[src/rtl/core/assert_macros.svh]
// ----------------------------------------------------------------------------
// assert_macros.svh
// Concurrent assertion shorthands, clocked on clk, disabled during rst.
// ----------------------------------------------------------------------------
`ifndef ASSERT_MACROS_SVH
`define ASSERT_MACROS_SVH

// same-cycle implication
`define ASSERT_IMPL(name, ante, cons, msg) \
  name: assert property (@(posedge clk) disable iff (rst) (ante) |-> (cons)) \
    else $error(msg);

// next-cycle implication
`define ASSERT_NEXT(name, ante, cons, msg) \
  name: assert property (@(posedge clk) disable iff (rst) (ante) |=> (cons)) \
    else $error(msg);

`endif

[src/rtl/core/pds_pkg.sv]
// ----------------------------------------------------------------------------
// pds_pkg
// Shared constants, codes and types of the Poisson disk sampler.
// ----------------------------------------------------------------------------
package pds_pkg;

  localparam int GRID_SIDE      = 64;
  localparam int MAX_SAMPLES    = 4096;
  localparam int NEIGHBOR_RANGE = 2;

  localparam int SIDE_W    = $clog2(GRID_SIDE);
  localparam int CELL_AW   = 2 * SIDE_W;
  localparam int SAMPLE_AW = $clog2(MAX_SAMPLES);
  localparam int CNT_W     = SAMPLE_AW + 1;
  localparam int CELL_DW   = SAMPLE_AW + 1;
  localparam int NB_W      = 3;

  // result status codes
  localparam logic [2:0] ST_SEEDED   = 3'd0;
  localparam logic [2:0] ST_PLACED   = 3'd1;
  localparam logic [2:0] ST_REJECTED = 3'd2;
  localparam logic [2:0] ST_OUTSIDE  = 3'd3;
  localparam logic [2:0] ST_RETIRED  = 3'd4;
  localparam logic [2:0] ST_DONE     = 3'd5;

  // register indexes
  localparam logic [2:0] REG_COLS    = 3'd0;
  localparam logic [2:0] REG_ROWS    = 3'd1;
  localparam logic [2:0] REG_RADIUS2 = 3'd2;
  localparam logic [2:0] REG_INVCELL = 3'd3;
  localparam logic [2:0] REG_TRIES   = 3'd4;

  // datapath commands
  localparam logic [4:0] CMD_NOP        = 5'd0;
  localparam logic [4:0] CMD_CLR        = 5'd1;
  localparam logic [4:0] CMD_LATCH      = 5'd2;
  localparam logic [4:0] CMD_LOC_SEED   = 5'd3;
  localparam logic [4:0] CMD_RD_OWN     = 5'd4;
  localparam logic [4:0] CMD_STORE_SEED = 5'd5;
  localparam logic [4:0] CMD_REJECT     = 5'd6;
  localparam logic [4:0] CMD_OUTSIDE    = 5'd7;
  localparam logic [4:0] CMD_DONE       = 5'd8;
  localparam logic [4:0] CMD_PICK       = 5'd9;
  localparam logic [4:0] CMD_RD_ACT     = 5'd10;
  localparam logic [4:0] CMD_RD_BASE    = 5'd11;
  localparam logic [4:0] CMD_LOAD_BASE  = 5'd12;
  localparam logic [4:0] CMD_LOC_CAND   = 5'd13;
  localparam logic [4:0] CMD_SCAN_INIT  = 5'd14;
  localparam logic [4:0] CMD_N_READ     = 5'd15;
  localparam logic [4:0] CMD_N_OWNER    = 5'd16;
  localparam logic [4:0] CMD_SQUARE     = 5'd17;
  localparam logic [4:0] CMD_ADV        = 5'd18;
  localparam logic [4:0] CMD_STORE_CAND = 5'd19;
  localparam logic [4:0] CMD_TRY_FAIL   = 5'd20;
  localparam logic [4:0] CMD_SHIFT_INIT = 5'd21;
  localparam logic [4:0] CMD_SHIFT_RD   = 5'd22;
  localparam logic [4:0] CMD_SHIFT_WR   = 5'd23;
  localparam logic [4:0] CMD_RETIRE     = 5'd24;
  localparam logic [4:0] CMD_EMIT       = 5'd25;

  typedef struct packed {
    logic [6:0]  cols;
    logic [6:0]  rows;
    logic [31:0] radius2;
    logic [15:0] inv_cell;
    logic [6:0]  tries;
  } cfg_t;

  typedef struct packed {
    logic               mode;
    logic [15:0]        point_x;
    logic [15:0]        point_y;
    logic signed [15:0] offset_x;
    logic signed [15:0] offset_y;
    logic [15:0]        pick_fraction;
  } item_t;

  typedef struct packed {
    logic [2:0]       status;
    logic [15:0]      from_x;
    logic [15:0]      from_y;
    logic [15:0]      to_x;
    logic [15:0]      to_y;
    logic [CNT_W-1:0] samples_stored;
    logic [CNT_W-1:0] active_remaining;
  } result_t;

  typedef struct packed {
    logic mode;
    logic act_zero;
    logic need_pick;
    logic in_grid;
    logic full;
    logic cell_valid;
    logic nb_in;
    logic own;
    logic close;
    logic scan_last;
    logic retire_due;
    logic shift_more;
    logic clr_last;
    logic out_free;
  } dp_status_t;

endpackage

[src/rtl/core/pds_ctrl.sv]
// ----------------------------------------------------------------------------
// pds_ctrl
// Sequencer: walks seed, pick, neighbor scan, retire shift and result hand-off.
// ----------------------------------------------------------------------------
module pds_ctrl (
  input  logic                clk,
  input  logic                rst,
  input  logic                in_valid,
  output logic                in_ready,
  input  pds_pkg::dp_status_t st,
  output logic [4:0]          cmd
);

  localparam logic [4:0] S_CLEAR     = 5'd0;
  localparam logic [4:0] S_IDLE      = 5'd1;
  localparam logic [4:0] S_DISPATCH  = 5'd2;
  localparam logic [4:0] S_SEED_CHK  = 5'd3;
  localparam logic [4:0] S_SEED_WAIT = 5'd4;
  localparam logic [4:0] S_BASE_RD   = 5'd5;
  localparam logic [4:0] S_BASE_WAIT = 5'd6;
  localparam logic [4:0] S_BASE_PT   = 5'd7;
  localparam logic [4:0] S_CAND_LOC  = 5'd8;
  localparam logic [4:0] S_CAND_CHK  = 5'd9;
  localparam logic [4:0] S_N_ADDR    = 5'd10;
  localparam logic [4:0] S_N_CELL    = 5'd11;
  localparam logic [4:0] S_N_SQ      = 5'd12;
  localparam logic [4:0] S_N_CMP     = 5'd13;
  localparam logic [4:0] S_PLACE     = 5'd14;
  localparam logic [4:0] S_FAIL      = 5'd15;
  localparam logic [4:0] S_SHIFT_RD  = 5'd16;
  localparam logic [4:0] S_SHIFT_WR  = 5'd17;
  localparam logic [4:0] S_FIN       = 5'd18;

  logic [4:0] state, state_next;
  logic [4:0] scan_step;

  // where the scan goes after the current neighbor passes
  assign scan_step = st.scan_last ? S_PLACE : S_N_ADDR;

  always_comb begin
    state_next = state;
    cmd        = pds_pkg::CMD_NOP;
    in_ready   = 1'b0;
    case (state)
      S_CLEAR: begin
        cmd = pds_pkg::CMD_CLR;
        if (st.clr_last) state_next = S_IDLE;
      end
      S_IDLE: begin
        in_ready = 1'b1;
        if (in_valid) begin
          cmd        = pds_pkg::CMD_LATCH;
          state_next = S_DISPATCH;
        end
      end
      S_DISPATCH: begin
        if (!st.mode) begin
          cmd        = pds_pkg::CMD_LOC_SEED;
          state_next = S_SEED_CHK;
        end else if (st.act_zero) begin
          cmd        = pds_pkg::CMD_DONE;
          state_next = S_FIN;
        end else begin
          if (st.need_pick) cmd = pds_pkg::CMD_PICK;
          state_next = S_BASE_RD;
        end
      end
      S_SEED_CHK: begin
        if (!st.in_grid) begin
          cmd        = pds_pkg::CMD_OUTSIDE;
          state_next = S_FIN;
        end else begin
          cmd        = pds_pkg::CMD_RD_OWN;
          state_next = S_SEED_WAIT;
        end
      end
      S_SEED_WAIT: begin
        cmd        = (st.cell_valid || st.full) ? pds_pkg::CMD_REJECT
                                                : pds_pkg::CMD_STORE_SEED;
        state_next = S_FIN;
      end
      S_BASE_RD: begin
        cmd        = pds_pkg::CMD_RD_ACT;
        state_next = S_BASE_WAIT;
      end
      S_BASE_WAIT: begin
        cmd        = pds_pkg::CMD_RD_BASE;
        state_next = S_BASE_PT;
      end
      S_BASE_PT: begin
        cmd        = pds_pkg::CMD_LOAD_BASE;
        state_next = S_CAND_LOC;
      end
      S_CAND_LOC: begin
        cmd        = pds_pkg::CMD_LOC_CAND;
        state_next = S_CAND_CHK;
      end
      S_CAND_CHK: begin
        if (!st.in_grid) begin
          cmd        = pds_pkg::CMD_OUTSIDE;
          state_next = S_FIN;
        end else if (st.full) begin
          state_next = S_FAIL;
        end else begin
          cmd        = pds_pkg::CMD_SCAN_INIT;
          state_next = S_N_ADDR;
        end
      end
      S_N_ADDR: begin
        if (st.nb_in) begin
          cmd        = pds_pkg::CMD_N_READ;
          state_next = S_N_CELL;
        end else begin
          cmd        = pds_pkg::CMD_ADV;
          state_next = scan_step;
        end
      end
      S_N_CELL: begin
        if (!st.cell_valid) begin
          cmd        = pds_pkg::CMD_ADV;
          state_next = scan_step;
        end else if (st.own) begin
          state_next = S_FAIL;
        end else begin
          cmd        = pds_pkg::CMD_N_OWNER;
          state_next = S_N_SQ;
        end
      end
      S_N_SQ: begin
        cmd        = pds_pkg::CMD_SQUARE;
        state_next = S_N_CMP;
      end
      S_N_CMP: begin
        if (st.close) begin
          state_next = S_FAIL;
        end else begin
          cmd        = pds_pkg::CMD_ADV;
          state_next = scan_step;
        end
      end
      S_PLACE: begin
        cmd        = pds_pkg::CMD_STORE_CAND;
        state_next = S_FIN;
      end
      S_FAIL: begin
        if (st.retire_due) begin
          cmd        = pds_pkg::CMD_SHIFT_INIT;
          state_next = S_SHIFT_RD;
        end else begin
          cmd        = pds_pkg::CMD_TRY_FAIL;
          state_next = S_FIN;
        end
      end
      S_SHIFT_RD: begin
        if (st.shift_more) begin
          cmd        = pds_pkg::CMD_SHIFT_RD;
          state_next = S_SHIFT_WR;
        end else begin
          cmd        = pds_pkg::CMD_RETIRE;
          state_next = S_FIN;
        end
      end
      S_SHIFT_WR: begin
        cmd        = pds_pkg::CMD_SHIFT_WR;
        state_next = S_SHIFT_RD;
      end
      S_FIN: begin
        if (st.out_free) begin
          cmd        = pds_pkg::CMD_EMIT;
          state_next = S_IDLE;
        end
      end
      default: state_next = S_IDLE;
    endcase
  end

  always_ff @(posedge clk) begin
    if (rst) begin
      state <= S_CLEAR;
    end else begin
      state <= state_next;
    end
  end

endmodule

[config.mk]
export PLATFORM = sky130hd
export DESIGN_NAME = pds_ctrl
export DESIGN_NICKNAME = d
export VERILOG_FILES = /design/src/rtl/core/assert_macros.svh /design/src/rtl/core/pds_pkg.sv /design/src/rtl/core/pds_ctrl.sv
export SDC_FILE = /design/constraint.sdc
export NUM_CORES = 1
export LEC_CHECK = 0
export BUFFER_PORTS_ARGS = -buffer_cell sky130_fd_sc_hd__buf_2
export CAP_MARGIN = 40
export CORE_MARGIN = 5
export CORE_UTILIZATION = 58
export DETAILED_ROUTE_END_ITERATION = 10
export PLACE_DENSITY = 0.92
export SLEW_MARGIN = 5
export SYNTH_ARGS = -nofsm -noshare
export SYNTH_HDL_FRONTEND = slang
export SYNTH_SLANG_ARGS = --single-unit
[constraint.sdc]
create_clock -name clk -period 2.6 [get_ports clk]
set_input_delay 0.26 -clock clk [delete_from_list [all_inputs] [get_ports clk]]
set_output_delay 0.26 -clock clk [all_outputs]
set_load 0.05 [all_outputs]
# --- Word-level counts from Yosys, hierarchy flattened ---
# Cells that the tools add are included.
totals:
  ff_bits: 5
  out_inout_bits: 6
  wordCells: 59
classes:
  eq_ne: 21
  muxes: 33
  reduce_logical: 4
op_table:
  columns: ["cell", "count"]
  rows:
  - ["case mux 5 bit (19 select lines)", 1]
  - ["case mux 5 bit (18 select lines)", 1]
  - ["2-to-1 mux 5 bit", 12]
  - ["equality test 5 x 4 -> 1 bit, second input constant", 8]
  - ["2-to-1 mux 4 bit", 6]
  - ["equality test 5 x 3 -> 1 bit, second input constant", 4]
  - ["equality test 5 bit, second input constant", 3]
  - ["2-to-1 mux 3 bit", 5]
  - ["2-to-1 mux 2 bit", 6]
  - ["equality test 5 x 2 -> 1 bit, second input constant", 2]
  - ["!= test 2 bit, second input constant", 3]
  - ["equality test 5 x 1 -> 1 bit, second input constant", 1]
  - ["zero test 5 bit", 1]
  - ["AND reduction 3 bit", 1]
  - ["2-to-1 mux 1 bit", 2]
  - ["OR reduction 2 bit", 1]
  - ["logical OR 1 bit", 1]

# --- Logic depth before layout (Yosys ltp) ---
logic_depth:
  ltp_word: 4
  ltp_mapped: 6
  ltp_nobuf: 4

# --- Worst setup path after synthesis ---
# OpenSTA, ideal clock, no wires.
synth_path:
  path_kind: "reg2out"
  start: "reg state[0]"
  end: "out cmd[2]"
  t_arrival_ns: 2.100
  required_time_ns: 2.340
  path_slack_ns: 0.240
  path_stages_with_launch: 5
  path_cell_list: "dfxtp_1 > nor2_1 > a32o_1 > a21oi_1 > o32ai_1"
synth_via:
  elab_chain_cells: 2
  word_cells_on_any_way: 20
  classes_between: "eq/ne: 18; mux: 1; reduce/logical: 1"
synth_rtl:
  columns: ["element", "line", "text"]
  rows:
  - ["start, declared", "pds_ctrl.sv:34", "logic [4:0] state, state_next;"]
  - ["start signal, assigned", "pds_ctrl.sv:181", "state <= state_next;"]
  - ["equality test 5 bit, or another cell as far along", "pds_ctrl.sv:44", "case (state)"]
  - ["case mux 5 bit (19 select lines) (*)", "pds_ctrl.sv:44", null]
  - ["end, declared", "pds_ctrl.sv:11", "output logic [4:0] cmd"]
# Mark *: on every way between the ends. The rest lies on a longest branch, timed or not.

# --- Worst setup path after layout ---
layout_path:
  start: "reg state[2]"
  end: "out cmd[0]"
# Same word-level chain as after synthesis.

==> impl_results.md <==
* FF+latch count, synth at 5
* Routed wire length per instance at 18.17 um
* CTS Buf Count at 3
* Post-cts hold buffer count at 0
* CP required at 2.34 ns
* Final HPWL DP at 2.637 mm
* Hold Crit Class: in -> reg
* CP endpoint kind: output port
* Drt pass-1 iters at 5
* Site Rows at 15
* Most frequent cells in the layout: buf_2, nand2_1, nand2b_1
* Syn_area_per_cell at 6.945 sq um
* P_leak at 0.4164 nW
* CTS Sinks at 5
* Post-CTS setup buffer count at 0
* Critical Path Fanout Max at 22
* PD cells at 1101 nW/um^2
* Largest net degree at the start of global routing at 30
* Status: completed
* GRT overflow at 0
* Synth Warn # at 0
* GRT Util Overall at 0.2851
* Clk Latency, worst-skew pair at 0.26 ns
* Htree depth at 1
* Crit start category: flip-flop
* Mapped cell area at 1035 sq um
* Post-cts resize count at 0
* Port Buf Inserts at 22
* Kind of critical path: reg -> out
* Reg power frac at 0.142
* Number of synthesized flops with an enable pin at 0
* Core area at 1708 sq um
* Final setup viols at 0
* IO Pins at 23
* Post-Syn Instances at 149
* Post-Route WL at 3.525 mm
* # diodes at 0
* Die area at 2729 sq um
* DR DRC count at 0
* Via count at 1370
* Synth Net Count at 166
* Regs by FF count: state: 5 flops
* Final Skew at 0.002216 ns
* Final slew viol count at 0
* FFs w/ async S/R, synth at 0
* Max Freq at 415.9 MHz
* Rel. slew slack at 0.5053
* Sw frac at 0.6069
* P_sw at 0.7760 mW
* VDD IR max at 0.6498 mV
* DP Area at 1134 sq um
* Antenna-violating nets left at 0
* Initial DRC count at 103
* Placed cell count at 190
* Fin crit period at 2.404 ns
* Post-synth top flop: dfxtp_1
* Clock-pin slew on the worst setup and hold paths at 0.04 ns
* Setup total negative slack at 0 ns
* Hold Violations, Final at 0
* Slowest stage cell on the critical path: dfxtp_1
* Tcrit/Tclk final at 0.9248
* RSZ-0062 raised after global routing: false
* Cell variety after synth at 54
* Die Height at 52.24 um
* Gate power share at 0.782
* Layout cells sized above 1 at 0.2189
* Sequential share of the synthesized area at 0.09674
* Non-Filler Instances at 194
* Vias per std cell at 7.062
* Most common cell after layout, fill and taps aside: buf_2
* CTS tree: built
* Max reg flops at 5
* GPL Wtd Cong at 0.9748
* Nets at 187
* Least-Margin Pin Slew at 0.7410 ns
* Clock root buffer: clkbuf_4
* Die W at 52.24 um
* Starting Density at 0.6059
* CP Cell Sequence: inv_2 -> a221o_1 -> a32oi_1 -> o21ai_1 -> buf_2
* Max-cap viol count at 0
* Crit path DAT at 2.14 ns
* Clock power frac at 0.076
* Vias in the first global route at 1268
* CTS Buffer Depth at 2
* Most flops, register: state
* Number of antenna violations at the first check in global routing at 0
* Final Cell Area at 1161 sq um
* Crit-path max cell delay at 0.79 ns
* Tot Pwr at 1.279 mW
* Area grow syn2layout at 12.21%
* Global-route wire length before repair at 5.837 mm
* Pint at 0.5027 mW
-- critical path: cells and delay by family (launching register included) --
family | cells | cell delay [ns]
DFF | 1 | 0.79
AOI/OAI and AO/OA | 3 | 0.72
buffers and inverters | 2 | 0.36
-- cells in the mapped netlist, types with 3 or more instances --
| cell | count | area share |
|---|---|---|
| a32oi_1 | 3 | 0.025 |
| buf_6 | 5 | 0.054 |
| a221o_1 | 3 | 0.029 |
| inv_1 | 4 | 0.015 |
| nand2_1 | 15 | 0.054 |
| nor2b_1 | 4 | 0.024 |
| nor4_1 | 3 | 0.018 |
| a31oi_1 | 4 | 0.024 |
| o21ai_1 | 5 | 0.024 |
| a21oi_1 | 8 | 0.039 |
| nor2_1 | 8 | 0.029 |
| nand3_1 | 3 | 0.015 |
| nand2b_1 | 11 | 0.067 |
| nor3_1 | 3 | 0.015 |
| nor3b_1 | 3 | 0.022 |
| buf_2 | 4 | 0.019 |
| o21ai_0 | 7 | 0.034 |
| dfxtp_1 | 5 | 0.097 |
-- layout make-up --
type                            count  area (sq um)
Clock buffer                        4         26.28
Sequential cell                     5         101.3
Fill cell                         152         546.8
Multi-Input combinational cell    125         813.3
Timing Repair Buffer               30         170.2
Inverter                            5         18.77
Tap cell                           25         31.28
-- routing by layer --
layer	track usage	wire, um
met5	0	0
met4	0.1489	138
met3	0.07123	404
met2	0.4435	1582
met1	0.3597	1400
-- power by group through the flow --
stage | Sequential [mW] | Clock [mW] | Combinational (mW)
after floorplan | 0.129 | 0 | 0.830
after global placement | 0.175 | 0 | 0.959
after detailed placement | 0.177 | 0 | 0.978
after CTS | 0.176 | 0.0980 | 0.983
after global routing | 0.185 | 0.104 | 1.06
final | 0.182 | 0.0974 | 0.999
-- cell families (layout without fill, tap and decap cells) --
| logic type | Yosys count | after routing | synth area share |
|---|---|---|---|
| flip-flops | 5 | 5 | 0.09674 |
| buffers and inverters | 19 | 39 | 0.1173 |
| AND/OR/NAND/NOR | 65 | 65 | 0.3603 |
| multiplexers | 1 | 1 | 0.009674 |
| AO/OA/AOI/OAI | 59 | 59 | 0.4160 |
-- final timing paths --
check,start,end,slack [ns],cells past startpoint
min reg2reg,state[3],state[3],0.73,2
max,state[2],cmd[0],0.20,5
max reg2reg,state[2],state[4],0.50,5
min,rst,state[0],0.23,2
-- stage by stage --
stage | utilization | hold slack, ns | worst slack, ns
2_1_floorplan | - | 0.3294 | 0.2395
3_3_place_gp | 0.6637 | 0.4948 | 0.4617
3_5_place_dp | 0.6637 | 0.4967 | 0.4349
4_1_cts | 0.6791 | 0.2272 | 0.1541
5_1_grt | 0.6799 | 0.2444 | 0.09921
6_report | 0.6799 | 0.2274 | 0.1956
(Power assumes the default switching activity.)
